==> src/design/smds_pkg.sv <==
package smds_pkg;

  localparam int unsigned SLOT_W  = 5;
  localparam int unsigned DATA_W  = 32;
  localparam int unsigned COUNT_W = 6;
  localparam int unsigned MODE_W  = 3;
  localparam int unsigned IN_W    = 40;
  localparam int unsigned OUT_W   = 48;

  typedef enum logic [MODE_W-1:0] {
    MODE_ADD      = 3'd0,
    MODE_FAST_ADD = 3'd1,
    MODE_GET      = 3'd2,
    MODE_REMOVE   = 3'd3,
    MODE_CLEAR    = 3'd4
  } mode_e;

  typedef enum logic [1:0] {
    ST_OK    = 2'd0,
    ST_FULL  = 2'd1,
    ST_EMPTY = 2'd2
  } status_e;

  typedef enum logic [3:0] {
    S_INIT,
    S_IDLE,
    S_START,
    S_SCAN,
    S_LOOK,
    S_FETCH,
    S_SHIFT,
    S_WALK,
    S_CLEAR,
    S_RESP
  } state_e;

  // first field in the highest bits
  typedef struct packed {
    logic [DATA_W-1:0] entry_data;
    logic [SLOT_W-1:0] slot;
    logic [MODE_W-1:0] mode;
  } item_t;

  typedef struct packed {
    logic [COUNT_W-1:0] count_out;
    logic [DATA_W-1:0]  data_out;
    logic [SLOT_W-1:0]  slot_out;
    status_e            status;
  } result_t;

  localparam int unsigned RES_W = $bits(result_t);

endpackage

==> src/design/slot_map_dense_store.sv <==
// Slot map with a packed entry store: one result item per input item, one item
// in flight at a time. Both the slot map and the store sit in single-port-write,
// registered-read memories, and every operation is a walk of the sequencer over
// them. An add scans for the lowest free slot, a clear wipes every slot, and a
// remove moves the later entries down and then renumbers the mappings in a pass
// over all slots, which dominates its cost. After reset the slot map is wiped
// in a pass over all CAPACITY entries with s_axis_tready low. A finished result
// sits in an output register, so the next item is taken while it waits.
module slot_map_dense_store #(
  parameter int unsigned CAPACITY   = 32,
  parameter int unsigned ENTRY_BITS = 32
) (
  input  logic                       clk_i,
  input  logic                       rst_ni,
  input  logic                       s_axis_tvalid,
  output logic                       s_axis_tready,
  // mode[2:0], slot[7:3], entry_data[39:8]
  input  logic [smds_pkg::IN_W-1:0]  s_axis_tdata,
  output logic                       m_axis_tvalid,
  input  logic                       m_axis_tready,
  // status[1:0], slot_out[6:2], data_out[38:7], count_out[44:39], zeros above
  output logic [smds_pkg::OUT_W-1:0] m_axis_tdata
);

  localparam int unsigned IW = $clog2(CAPACITY);
  localparam int unsigned MW = IW + 1;

  smds_pkg::item_t   in_item;
  smds_pkg::result_t res;
  logic              res_valid;
  logic              res_ready;

  logic                  out_valid_q, out_valid_d;
  smds_pkg::result_t     out_res_q, out_res_d;

  logic                  map_we;
  logic [IW-1:0]         map_waddr;
  logic [MW-1:0]         map_wdata;
  logic [IW-1:0]         map_raddr;
  logic [MW-1:0]         map_rdata;
  logic                  st_we;
  logic [IW-1:0]         st_waddr;
  logic [ENTRY_BITS-1:0] st_wdata;
  logic [IW-1:0]         st_raddr;
  logic [ENTRY_BITS-1:0] st_rdata;

  assign in_item = smds_pkg::item_t'(s_axis_tdata);

  smds_seq #(
    .CAPACITY  (CAPACITY),
    .ENTRY_BITS(ENTRY_BITS)
  ) u_seq (
    .clk_i       (clk_i),
    .rst_ni      (rst_ni),
    .in_valid_i  (s_axis_tvalid),
    .in_ready_o  (s_axis_tready),
    .in_item_i   (in_item),
    .res_valid_o (res_valid),
    .res_ready_i (res_ready),
    .res_o       (res),
    .map_we_o    (map_we),
    .map_waddr_o (map_waddr),
    .map_wdata_o (map_wdata),
    .map_raddr_o (map_raddr),
    .map_rdata_i (map_rdata),
    .st_we_o     (st_we),
    .st_waddr_o  (st_waddr),
    .st_wdata_o  (st_wdata),
    .st_raddr_o  (st_raddr),
    .st_rdata_i  (st_rdata)
  );

  // valid bit and store position per slot
  smds_ram #(
    .WIDTH(MW),
    .DEPTH(CAPACITY)
  ) u_map_ram (
    .clk_i  (clk_i),
    .we_i   (map_we),
    .waddr_i(map_waddr),
    .wdata_i(map_wdata),
    .raddr_i(map_raddr),
    .rdata_o(map_rdata)
  );

  smds_ram #(
    .WIDTH(ENTRY_BITS),
    .DEPTH(CAPACITY)
  ) u_store_ram (
    .clk_i  (clk_i),
    .we_i   (st_we),
    .waddr_i(st_waddr),
    .wdata_i(st_wdata),
    .raddr_i(st_raddr),
    .rdata_o(st_rdata)
  );

  assign res_ready = !out_valid_q || m_axis_tready;

  always_comb begin
    out_valid_d = out_valid_q;
    out_res_d   = out_res_q;
    if (m_axis_tready) begin
      out_valid_d = 1'b0;
    end
    if (res_valid && res_ready) begin
      out_valid_d = 1'b1;
      out_res_d   = res;
    end
  end

  always_ff @(posedge clk_i or negedge rst_ni) begin
    if (!rst_ni) begin
      out_valid_q <= 1'b0;
    end else begin
      out_valid_q <= out_valid_d;
    end
  end

  always_ff @(posedge clk_i) begin
    out_res_q <= out_res_d;
  end

  assign m_axis_tvalid = out_valid_q;
  assign m_axis_tdata  = smds_pkg::OUT_W'(out_res_q);

endmodule

==> src/design/smds_ram.sv <==
module smds_ram #(
  parameter int unsigned WIDTH = 32,
  parameter int unsigned DEPTH = 32,
  localparam int unsigned AW = $clog2(DEPTH)
) (
  input  logic             clk_i,
  input  logic             we_i,
  input  logic [AW-1:0]    waddr_i,
  input  logic [WIDTH-1:0] wdata_i,
  input  logic [AW-1:0]    raddr_i,
  output logic [WIDTH-1:0] rdata_o
);

  logic [WIDTH-1:0] mem [DEPTH];
  logic [WIDTH-1:0] rdata_q;

  always_ff @(posedge clk_i) begin
    if (we_i) begin
      mem[waddr_i] <= wdata_i;
    end
  end

  always_ff @(posedge clk_i) begin
    rdata_q <= mem[raddr_i];
  end

  assign rdata_o = rdata_q;

endmodule

==> src/design/smds_seq.sv <==
module smds_seq #(
  parameter int unsigned CAPACITY   = 32,
  parameter int unsigned ENTRY_BITS = 32,
  localparam int unsigned IW = $clog2(CAPACITY),
  localparam int unsigned CW = $clog2(CAPACITY + 1),
  localparam int unsigned MW = IW + 1
) (
  input  logic                  clk_i,
  input  logic                  rst_ni,
  input  logic                  in_valid_i,
  output logic                  in_ready_o,
  input  smds_pkg::item_t       in_item_i,
  output logic                  res_valid_o,
  input  logic                  res_ready_i,
  output smds_pkg::result_t     res_o,
  output logic                  map_we_o,
  output logic [IW-1:0]         map_waddr_o,
  output logic [MW-1:0]         map_wdata_o,
  output logic [IW-1:0]         map_raddr_o,
  input  logic [MW-1:0]         map_rdata_i,
  output logic                  st_we_o,
  output logic [IW-1:0]         st_waddr_o,
  output logic [ENTRY_BITS-1:0] st_wdata_o,
  output logic [IW-1:0]         st_raddr_o,
  input  logic [ENTRY_BITS-1:0] st_rdata_i
);

  smds_pkg::state_e  state_q, state_d;
  logic [CW-1:0]     count_q, count_d;
  logic [CW-1:0]     idx_q, idx_d;
  logic [IW-1:0]     pos_q, pos_d;
  smds_pkg::mode_e   mode_q, mode_d;
  logic [smds_pkg::SLOT_W-1:0] slot_q, slot_d;
  logic [ENTRY_BITS-1:0]       data_q, data_d;
  smds_pkg::status_e           status_q, status_d;
  logic [smds_pkg::SLOT_W-1:0] slot_out_q, slot_out_d;
  logic [smds_pkg::DATA_W-1:0] data_out_q, data_out_d;

  logic          map_valid;
  logic [IW-1:0] map_pos;
  logic          idx_last;
  logic          count_full;
  logic          slot_ok;
  logic [IW-1:0] slot_idx;

  assign map_valid  = map_rdata_i[IW];
  assign map_pos    = map_rdata_i[IW-1:0];
  assign idx_last   = (idx_q == CW'(CAPACITY - 1));
  assign count_full = (32'(count_q) >= 32'(CAPACITY));
  assign slot_ok    = (32'(slot_q) < 32'(CAPACITY));
  assign slot_idx   = IW'(slot_q);

  always_ff @(posedge clk_i or negedge rst_ni) begin
    if (!rst_ni) begin
      state_q <= smds_pkg::S_INIT;
      count_q <= '0;
      idx_q   <= '0;
    end else begin
      state_q <= state_d;
      count_q <= count_d;
      idx_q   <= idx_d;
    end
  end

  always_ff @(posedge clk_i) begin
    pos_q      <= pos_d;
    mode_q     <= mode_d;
    slot_q     <= slot_d;
    data_q     <= data_d;
    status_q   <= status_d;
    slot_out_q <= slot_out_d;
    data_out_q <= data_out_d;
  end

  always_comb begin
    state_d    = state_q;
    count_d    = count_q;
    idx_d      = idx_q;
    pos_d      = pos_q;
    mode_d     = mode_q;
    slot_d     = slot_q;
    data_d     = data_q;
    status_d   = status_q;
    slot_out_d = slot_out_q;
    data_out_d = data_out_q;

    in_ready_o  = (state_q == smds_pkg::S_IDLE);
    res_valid_o = (state_q == smds_pkg::S_RESP);

    map_we_o    = 1'b0;
    map_waddr_o = idx_q[IW-1:0];
    map_wdata_o = '0;
    map_raddr_o = '0;
    st_we_o     = 1'b0;
    st_waddr_o  = idx_q[IW-1:0];
    st_wdata_o  = st_rdata_i;
    st_raddr_o  = '0;

    case (state_q)
      smds_pkg::S_INIT: begin
        // clearing pass over the slot map after reset
        map_we_o = 1'b1;
        if (idx_last) begin
          idx_d   = '0;
          state_d = smds_pkg::S_IDLE;
        end else begin
          idx_d = idx_q + CW'(1);
        end
      end

      smds_pkg::S_IDLE: begin
        if (in_valid_i) begin
          mode_d  = smds_pkg::mode_e'(in_item_i.mode);
          slot_d  = in_item_i.slot;
          data_d  = ENTRY_BITS'(in_item_i.entry_data);
          state_d = smds_pkg::S_START;
        end
      end

      smds_pkg::S_START: begin
        status_d   = smds_pkg::ST_OK;
        slot_out_d = '0;
        data_out_d = '0;
        idx_d      = '0;
        case (mode_q)
          smds_pkg::MODE_ADD: begin
            if (count_full) begin
              status_d = smds_pkg::ST_FULL;
              state_d  = smds_pkg::S_RESP;
            end else begin
              state_d = smds_pkg::S_SCAN;
            end
          end
          smds_pkg::MODE_FAST_ADD: begin
            if (count_full) begin
              status_d = smds_pkg::ST_FULL;
            end else begin
              map_we_o    = 1'b1;
              map_waddr_o = count_q[IW-1:0];
              map_wdata_o = {1'b1, count_q[IW-1:0]};
              st_we_o     = 1'b1;
              st_waddr_o  = count_q[IW-1:0];
              st_wdata_o  = data_q;
              slot_out_d  = smds_pkg::SLOT_W'(count_q);
              count_d     = count_q + CW'(1);
            end
            state_d = smds_pkg::S_RESP;
          end
          smds_pkg::MODE_GET, smds_pkg::MODE_REMOVE: begin
            if (!slot_ok) begin
              status_d = smds_pkg::ST_EMPTY;
              state_d  = smds_pkg::S_RESP;
            end else begin
              map_raddr_o = slot_idx;
              state_d     = smds_pkg::S_LOOK;
            end
          end
          smds_pkg::MODE_CLEAR: begin
            count_d = '0;
            state_d = smds_pkg::S_CLEAR;
          end
          default: begin
            state_d = smds_pkg::S_RESP;
          end
        endcase
      end

      smds_pkg::S_SCAN: begin
        // map data for idx_q arrives now, next index already requested
        map_raddr_o = IW'(idx_q + CW'(1));
        if (!map_valid) begin
          map_we_o    = 1'b1;
          map_wdata_o = {1'b1, count_q[IW-1:0]};
          st_we_o     = 1'b1;
          st_waddr_o  = count_q[IW-1:0];
          st_wdata_o  = data_q;
          slot_out_d  = smds_pkg::SLOT_W'(idx_q);
          count_d     = count_q + CW'(1);
          state_d     = smds_pkg::S_RESP;
        end else if (idx_last) begin
          status_d = smds_pkg::ST_FULL;
          state_d  = smds_pkg::S_RESP;
        end else begin
          idx_d = idx_q + CW'(1);
        end
      end

      smds_pkg::S_LOOK: begin
        if (!map_valid) begin
          status_d = smds_pkg::ST_EMPTY;
          state_d  = smds_pkg::S_RESP;
        end else if (mode_q == smds_pkg::MODE_GET) begin
          st_raddr_o = map_pos;
          state_d    = smds_pkg::S_FETCH;
        end else if (CW'(map_pos) >= count_q) begin
          status_d = smds_pkg::ST_EMPTY;
          state_d  = smds_pkg::S_RESP;
        end else begin
          pos_d      = map_pos;
          st_raddr_o = IW'(CW'(map_pos) + CW'(1));
          if ((CW'(map_pos) + CW'(1)) < count_q) begin
            idx_d   = CW'(map_pos);
            state_d = smds_pkg::S_SHIFT;
          end else begin
            // removed entry is the last one, nothing to move
            count_d = count_q - CW'(1);
            idx_d   = '0;
            state_d = smds_pkg::S_WALK;
          end
        end
      end

      smds_pkg::S_FETCH: begin
        data_out_d = smds_pkg::DATA_W'(st_rdata_i);
        state_d    = smds_pkg::S_RESP;
      end

      smds_pkg::S_SHIFT: begin
        // entry idx_q+1 arrives and moves down to idx_q
        st_we_o    = 1'b1;
        st_wdata_o = st_rdata_i;
        st_raddr_o = IW'(idx_q + CW'(2));
        if (({1'b0, idx_q} + (CW + 1)'(2)) < {1'b0, count_q}) begin
          idx_d = idx_q + CW'(1);
        end else begin
          count_d = count_q - CW'(1);
          idx_d   = '0;
          state_d = smds_pkg::S_WALK;
        end
      end

      smds_pkg::S_WALK: begin
        // renumber mappings above the gap and free the removed slot
        map_raddr_o = IW'(idx_q + CW'(1));
        map_we_o    = 1'b1;
        if (idx_q[IW-1:0] == slot_idx) begin
          map_wdata_o = '0;
        end else if (map_valid && (map_pos > pos_q)) begin
          map_wdata_o = {1'b1, map_pos - IW'(1)};
        end else begin
          map_wdata_o = map_rdata_i;
        end
        if (idx_last) begin
          idx_d   = '0;
          state_d = smds_pkg::S_RESP;
        end else begin
          idx_d = idx_q + CW'(1);
        end
      end

      smds_pkg::S_CLEAR: begin
        map_we_o = 1'b1;
        if (idx_last) begin
          idx_d   = '0;
          state_d = smds_pkg::S_RESP;
        end else begin
          idx_d = idx_q + CW'(1);
        end
      end

      smds_pkg::S_RESP: begin
        if (res_ready_i) begin
          state_d = smds_pkg::S_IDLE;
        end
      end

      default: begin
        state_d = smds_pkg::S_IDLE;
      end
    endcase
  end

  always_comb begin
    res_o.count_out = smds_pkg::COUNT_W'(count_q);
    res_o.data_out  = data_out_q;
    res_o.slot_out  = slot_out_q;
    res_o.status    = status_q;
  end

endmodule

==> config.mk <==
export PLATFORM = sky130hd
export DESIGN_NAME = slot_map_dense_store
export DESIGN_NICKNAME = d
export VERILOG_FILES = /design/src/design/smds_pkg.sv /design/src/design/slot_map_dense_store.sv /design/src/design/smds_ram.sv /design/src/design/smds_seq.sv
export SDC_FILE = /design/constraint.sdc
export NUM_CORES = 1
export LEC_CHECK = 0
export BUFFER_PORTS_ARGS = -buffer_cell sky130_fd_sc_hd__buf_4
export CAP_MARGIN = 0
export CORE_MARGIN = 2
export CORE_UTILIZATION = 30
export CTS_CLUSTER_SIZE = 16
export DETAILED_ROUTE_END_ITERATION = 7
export PLACE_DENSITY = 0.57
export SYNTH_ARGS = -nofsm -noshare
export SYNTH_HDL_FRONTEND = slang
export SYNTH_SLANG_ARGS = --single-unit
==> constraint.sdc <==
create_clock -name clk_i -period 3.9 [get_ports clk_i]
set_input_delay 0.195 -clock clk_i [delete_from_list [all_inputs] [get_ports clk_i]]
set_output_delay 0.195 -clock clk_i [all_outputs]
set_load 0.03 [all_outputs]
Word level (Yosys, flattened, before mapping)
Memories as Yosys holds them, arrays and structs flattened. A register that Yosys moved wholly into a read port is not among the register bits.
Index checks and enable logic that the tools add are counted.
- flip-flop bits (word level): 146
- RAM bits: 1216
- input port bits: 44
- output and inout bits: 50
- word-level logic and storage cells: 162
- memories: 2
- add/subtract/negate cells: 7
- $lt $le $gt $ge: 5
- equal/unequal tests: 31
- mux-type cells: 76
- bitwise logic cells: 2
- reductions and logical operators: 24
- memories (name ; words ; bits a word ; rd ports ; clocked after memory_dff ; write ports ; line ; source):
    u_store_ram.mem ; 32 ; 32 ; 1 ; 1 ; 1 ; smds_ram.sv:14 ; logic [WIDTH-1:0] mem [DEPTH];
    u_map_ram.mem ; 32 ; 6 ; 1 ; 1 ; 1 ; smds_ram.sv:14 ;
- operator list (operator ; number):
    $pmux 32 s2 ; 2
    $mux 6 ; 19
    $mux 32 ; 3
    $mux 5 ; 12
    $mux 4 ; 10
    $pmux 5 s2 ; 4
    $pmux 4 s9 ; 1
    $pmux 6 s5 ; 1
    $pmux 6 s4 ; 1
    $pmux 6 s3 ; 1
    $eq 4x3->1 const B ; 4
    $ne 2x2->1 const B ; 7
    $add 6x1->6 const B ; 2
    $mux 2 ; 6
    $ne 3x3->1 const B ; 4
    $pmux 4 s3 ; 1
    $pmux 6 s2 ; 1
    $mux 1 ; 11
    $ne 2x1->1 const B ; 5
    $reduce_and 9->1 ; 1
    $eq 4x2->1 const B ; 2
    $eq 4x4->1 const B ; 2
    $reduce_and 4->1 ; 2
    $reduce_or 2->1 ; 4
    other kinds (32) ; 39

Longest topological paths before layout
- depth in word-level cells: 7
- mapped depth: 16

Hierarchy
Synthesis repeated with hierarchy kept, for this count alone.
- cells, all modules: 3240
- area, all modules: 55403.1 um^2
- modules (own cells, without submodules) (module ; instances ; cells an instance ; area an instance (um^2) ; sequential area each (um^2)):
    smds_ram at u_store_ram ; 1 ; 2260 ; 40492.6 ; 31390.1
    smds_ram at u_map_ram ; 1 ; 323 ; 7589.8 ; 5885.6
    smds_seq ; 1 ; 604 ; 5889.4 ; 2922.8
    slot_map_dense_store ; 1 ; 53 ; 1431.4 ; 1376.3

Worst setup path after synthesis
Ideal clock, no wire load.
- path kind: reg-to-reg
- start: register u_map_ram.rdata_q[0] (netlist: u_map_ram.rdata_o[0]), read port of u_map_ram.mem
- end: memory u_map_ram.mem[0][4] (netlist bit) (data pin)
- setup time: 454 ps
- arrival: 3529 ps
- data required time: 3446 ps
- path slack: -83 ps
- cell stages (with the launch flop): 13
- buffers on the path: 1
- clock period less this slack: 3983 ps
- cell sequence: dfxtp_1 -> clkbuf_1 -> inv_1 -> ha_1 -> nor2b_1 -> o21a_1 -> o21a_1 -> o21ai_0 -> a221oi_1 -> nand2_1 -> nor3_1 -> xnor2_1 -> o21ai_0
- word-level cells in the longest chain between the ends: 5
- RTL lines (element ; line ; source):
    start: declaration ; smds_ram.sv:15 ; logic [WIDTH-1:0] rdata_q;
    $gt 5x5->1 ; smds_seq.sv:238 ; end else if (map_valid && (map_pos > pos_q)) begin
    $logic_and 1x1->1 ; smds_seq.sv:238 ;
    $mux 6 * ; smds_seq.sv:238 ;
    $mux 6 * ; smds_seq.sv:236 ; if (idx_q[IW-1:0] == slot_idx) begin
    $pmux 6 s3 * ; smds_seq.sv:99 ; case (state_q)
    net map_wdata[4] ; slot_map_dense_store.sv:38 ; logic [MW-1:0] map_wdata;
    end: declaration ; smds_ram.sv:14 ;
Mark *: on every way through the listed nets, which the timed path passes. The rest lies on a longest branch.

Worst setup path after layout
- start: register u_seq.state_q[3]
- end: register u_store_ram.rdata_q[25] (netlist: u_store_ram.rdata_o[25]), read port of u_store_ram.mem
- word-level cells in the longest chain between the ends: 2
- RTL lines (element ; line ; source):
    start: declaration ; smds_seq.sv:28 ; smds_pkg::state_e state_q, state_d;
    start signal: assignment ; smds_seq.sv:55 ; state_q <= smds_pkg::S_INIT;
    start signal: assignment ; smds_seq.sv:59 ; state_q <= state_d;
    $eq 4x3->1 ; smds_seq.sv:99 ;
    $pmux 5 s2 * ; smds_seq.sv:99 ;
    end: declaration ; smds_ram.sv:15 ;
Mark *: on every way between the ends. The rest lies on a longest branch, timed or not.
A chain may end at the register's enable or synchronous reset.

==> results.py <==
metrics = {
    "outcome": {
        "status": "finished, final reports clean",
    },
    "clock_tree": {
        "cts_buffers": 137,
        "htreeDepth": 4,
        "cts.path.max_buffers": 3,
        "clk_pin_slew_ps": 60,
        "cts_root_buf": "clkbuf_16",
        "cts_tree": "yes",
        "clk_latency_ps": 790,
        "clock-sinks": 1400,
    },
    "layout": {
        "syn2layout_area_growth_pct": 19.2,
        "fin_cells": 6778,
        "nNetsFinal": 4257,
        "design_area_mm2": 0.0668,
        "drive_gt1_share_pct": 15.7,
    },
    "synth": {
        "syn_area_mm2": 0.0560,
        "yosys_most_used_dff": "edfxtp_1",
        "ys_top_cells_by_area": "edfxtp_1, nand2_1, mux2i_1",
        "async_reset_ff_share_pct": 1.21,
        "synth_top_area_share_pct": 72.1,
        "synth.avg_cell_area_um2": 14.3,
        "synth_cell_types": 87,
        "synthCells": 3909,
        "yosysWarnings": 0,
        "ys_seq_area_share_pct": 74.2,
        "ys_ff_latch": 1400,
        "synth_commonest_cells": "edfxtp_1, nand2_1, clkbuf_1",
        "synth_top_area_cell": "edfxtp_1",
        "synth-edff-count": 1345,
        "synth.most_common_cell": "edfxtp_1",
    },
    "placement": {
        "dp.cells": 6484,
        "gp_congestion": 0.838,
        "numPortBuffers": 90,
        "dp_hpwl_um": 92100,
        "post_dp_cell_area_mm2": 0.0618,
    },
    "critical_path": {
        "r2r-start": "u_seq.state_q[3]$_DFFE_PN0P_",
        "required_ps": 4540,
        "cp_slowest_cell": "a2111oi_0",
        "slowest_delay_ps": 810,
        "setup.worst_path.end_class": "register",
        "cp.arrival_ps": 4370,
        "startpoint_type": "register",
        "crit_start": "u_seq.state_q[3]$_DFFE_PN0P_",
        "cp_max_fo": 59,
        "r2r_slack_ps": 170,
        "critPathKind": "register to register",
        "crit_chain": "or3b_1 -> nor3_4 -> a22o_2 -> a31o_4 -> buf_12 -> mux2i_1 -> a32oi_1 -> a2111oi_0 -> nor3_1",
    },
    "min_path": {
        "hp-start": "s_axis_tvalid",
        "min_path_type": "primary input to register",
    },
    "pwr": {
        "p_leak_uw": 0.0216,
        "vdd_drop_max_v": 0.000450,
        "total_power_uw": 37700,
        "power.density_mw_per_mm2": 564,
    },
    "global_route": {
        "grt_pass1_vias": 34700,
        "grt_overflow": 0,
        "grt_max_degree": 90,
        "grt_pass1_wl_um": 234000,
        "antenna_found_initial": 3,
        "grt_usage_pct": 16.4,
    },
    "die": {
        "die_w_um": 436,
        "ioPinCount": 94,
        "rows": 158,
        "core_area_mm2": 0.185,
        "die-area_mm2": 0.190,
        "die_h_um": 436,
        "start_util_pct": 30.2,
    },
    "run": {
        "maxCapViolCount": 0,
    },
    "routing": {
        "finalWirelength_um": 159000,
        "drc": 0,
        "vias": 34800,
        "firstDrtPassIters": 5,
        "drtIter0Drc": 3180,
        "via_per_inst": 5.14,
        "post_drt_wl_per_cell_um": 23.5,
        "antenna_left": 0,
    },
    "timing": {
        "setup_violations": 0,
        "fin_worst_skew_ps": 26.6,
        "worst_pin_slew_ps": 1220,
        "final-hold-violation-count": 0,
        "hold_ws_ps": 114,
        "max_slew_margin_pct": 18.5,
        "period_needed_ps": 3730,
        "rsz0062_at_grt": "false",
        "fmax_ghz": 0.268,
        "slew_viol_final": 0,
        "finalCritPeriodShare_pct": 95.7,
    },
}
==> critical path: cells and delay by family, from the launching register on <==
family | cells | cell delay (ps)
mux | 1 | 240
buf+inv | 1 | 310
flops | 1 | 560
compound gates | 4 | 1310
simple gates | 3 | 1110
==> repair_timing <==
action / 4_1_cts / 5_1_grt
gates resized for setup: 2 / 3
hold buffers: 43 / 0
endpoints found under the setup margin: 2 / 3
setup buffers: 0 / 0
hold endpoints to repair: 59 / 0
==> routing by layer <==
layer	track usage (%)	vias up	routed length (µm)
li1	-	15600	-
met1	21.0	17700	65100
met2	28.3	1251	79500
met3	2.44	268	9800
met4	5.32	0	4680
met5	0	-	0
==> sequential cells by signal, indices dropped and copies added, names as in the netlist, 3 cells and up <==
name and count:
u_store_ram.rdata_o 32, u_map_ram.mem 192, u_seq.data_out_q 32, u_seq.mode_q 3, m_axis_tdata 45, u_seq.slot_out_q 5
u_seq.data_q 32, u_seq.count_q 6, u_seq.idx_q 6, u_seq.state_q 4, u_store_ram.mem 1024, u_seq.pos_q 5
u_seq.slot_idx 5, u_map_ram.rdata_o 6
==> logic make-up after synthesis <==
logic type | after synthesis | synth area share, %
adder cells (fa/ha/maj) | 27 | 0.603
flip-flops | 1400 | 74.2
other | 1 | 0.00669
XOR/XNOR | 20 | 0.313
multiplexers | 108 | 1.93
AND/OR/NAND/NOR | 1233 | 9.89
AO/OA/AOI/OAI | 832 | 10.5
buffers and inverters | 288 | 2.52
==> area by class of cell <==
class                   count  area (µm²)
clock inverters            76         851
clock buffers             173        3720
repair buffers            401        3990
multi-input cells        2223       13500
well taps                2480        3100
flip-flops and latches   1400       41600
inverters                  23        86.3
diodes                      2        5.00
fillers                 17600      119000
==> cells in the final DEF, fill, tap and decap left out, types with 27 or more instances in the layout <==
cell,netlist,layout
a31oi_1,66,65
o21ai_0,85,80
and2_1,86,83
o22ai_1,70,68
nand3_1,97,96
clkbuf_16,0,140
nand2_1,717,713
buf_4,17,288
dlygate4sd3_1,0,43
a21oi_1,103,101
buf_12,3,70
nor3_1,44,44
mux2i_1,107,107
ha_1,27,27
o221ai_1,103,103
dfxtp_1,38,38
edfxtp_1,1345,1345
o211ai_1,113,113
a211oi_1,69,69
nor2_4,2,39
nor2_1,117,80
and3_1,111,111
o21ai_1,40,38
==> per-stage QoR <==
stage	worst slack (ps)	TNS [ps]	util, %
6_report	167	0	36.0
5_1_grt	3.24	0	36.0
4_1_cts	113	0	36.0
3_5_place_dp	-2.30	-2.30	33.3
3_3_place_gp	32.3	0	33.3
2_1_floorplan	135	0	-
==> path summary, 6_finish.rpt <==
kind,end,cells after the start
max,u_store_ram.rdata_o[25]$_DFF_P_,9
max reg2reg,u_store_ram.rdata_o[25]$_DFF_P_,9
min in group asynchronous,u_seq.idx_q[3]$_DFFE_PN0P_,3
max in group asynchronous,u_seq.count_q[2]$_DFFE_PN0P_,3
min,u_seq.state_q[0]$_DFFE_PN0P_,5
min reg2reg,m_axis_tdata[10]$_DFFE_PP_,0
==> power breakdown <==
part / switching (µW) / total [µW] / leakage [µW] / internal [µW]
logic: 4010 / 5660 / 0.00698 / 1650
clock network: 5810 / 13500 / 0.00223 / 7690
registers: 329 / 18500 / 0.0124 / 18200
(Power assumes the default switching activity.)
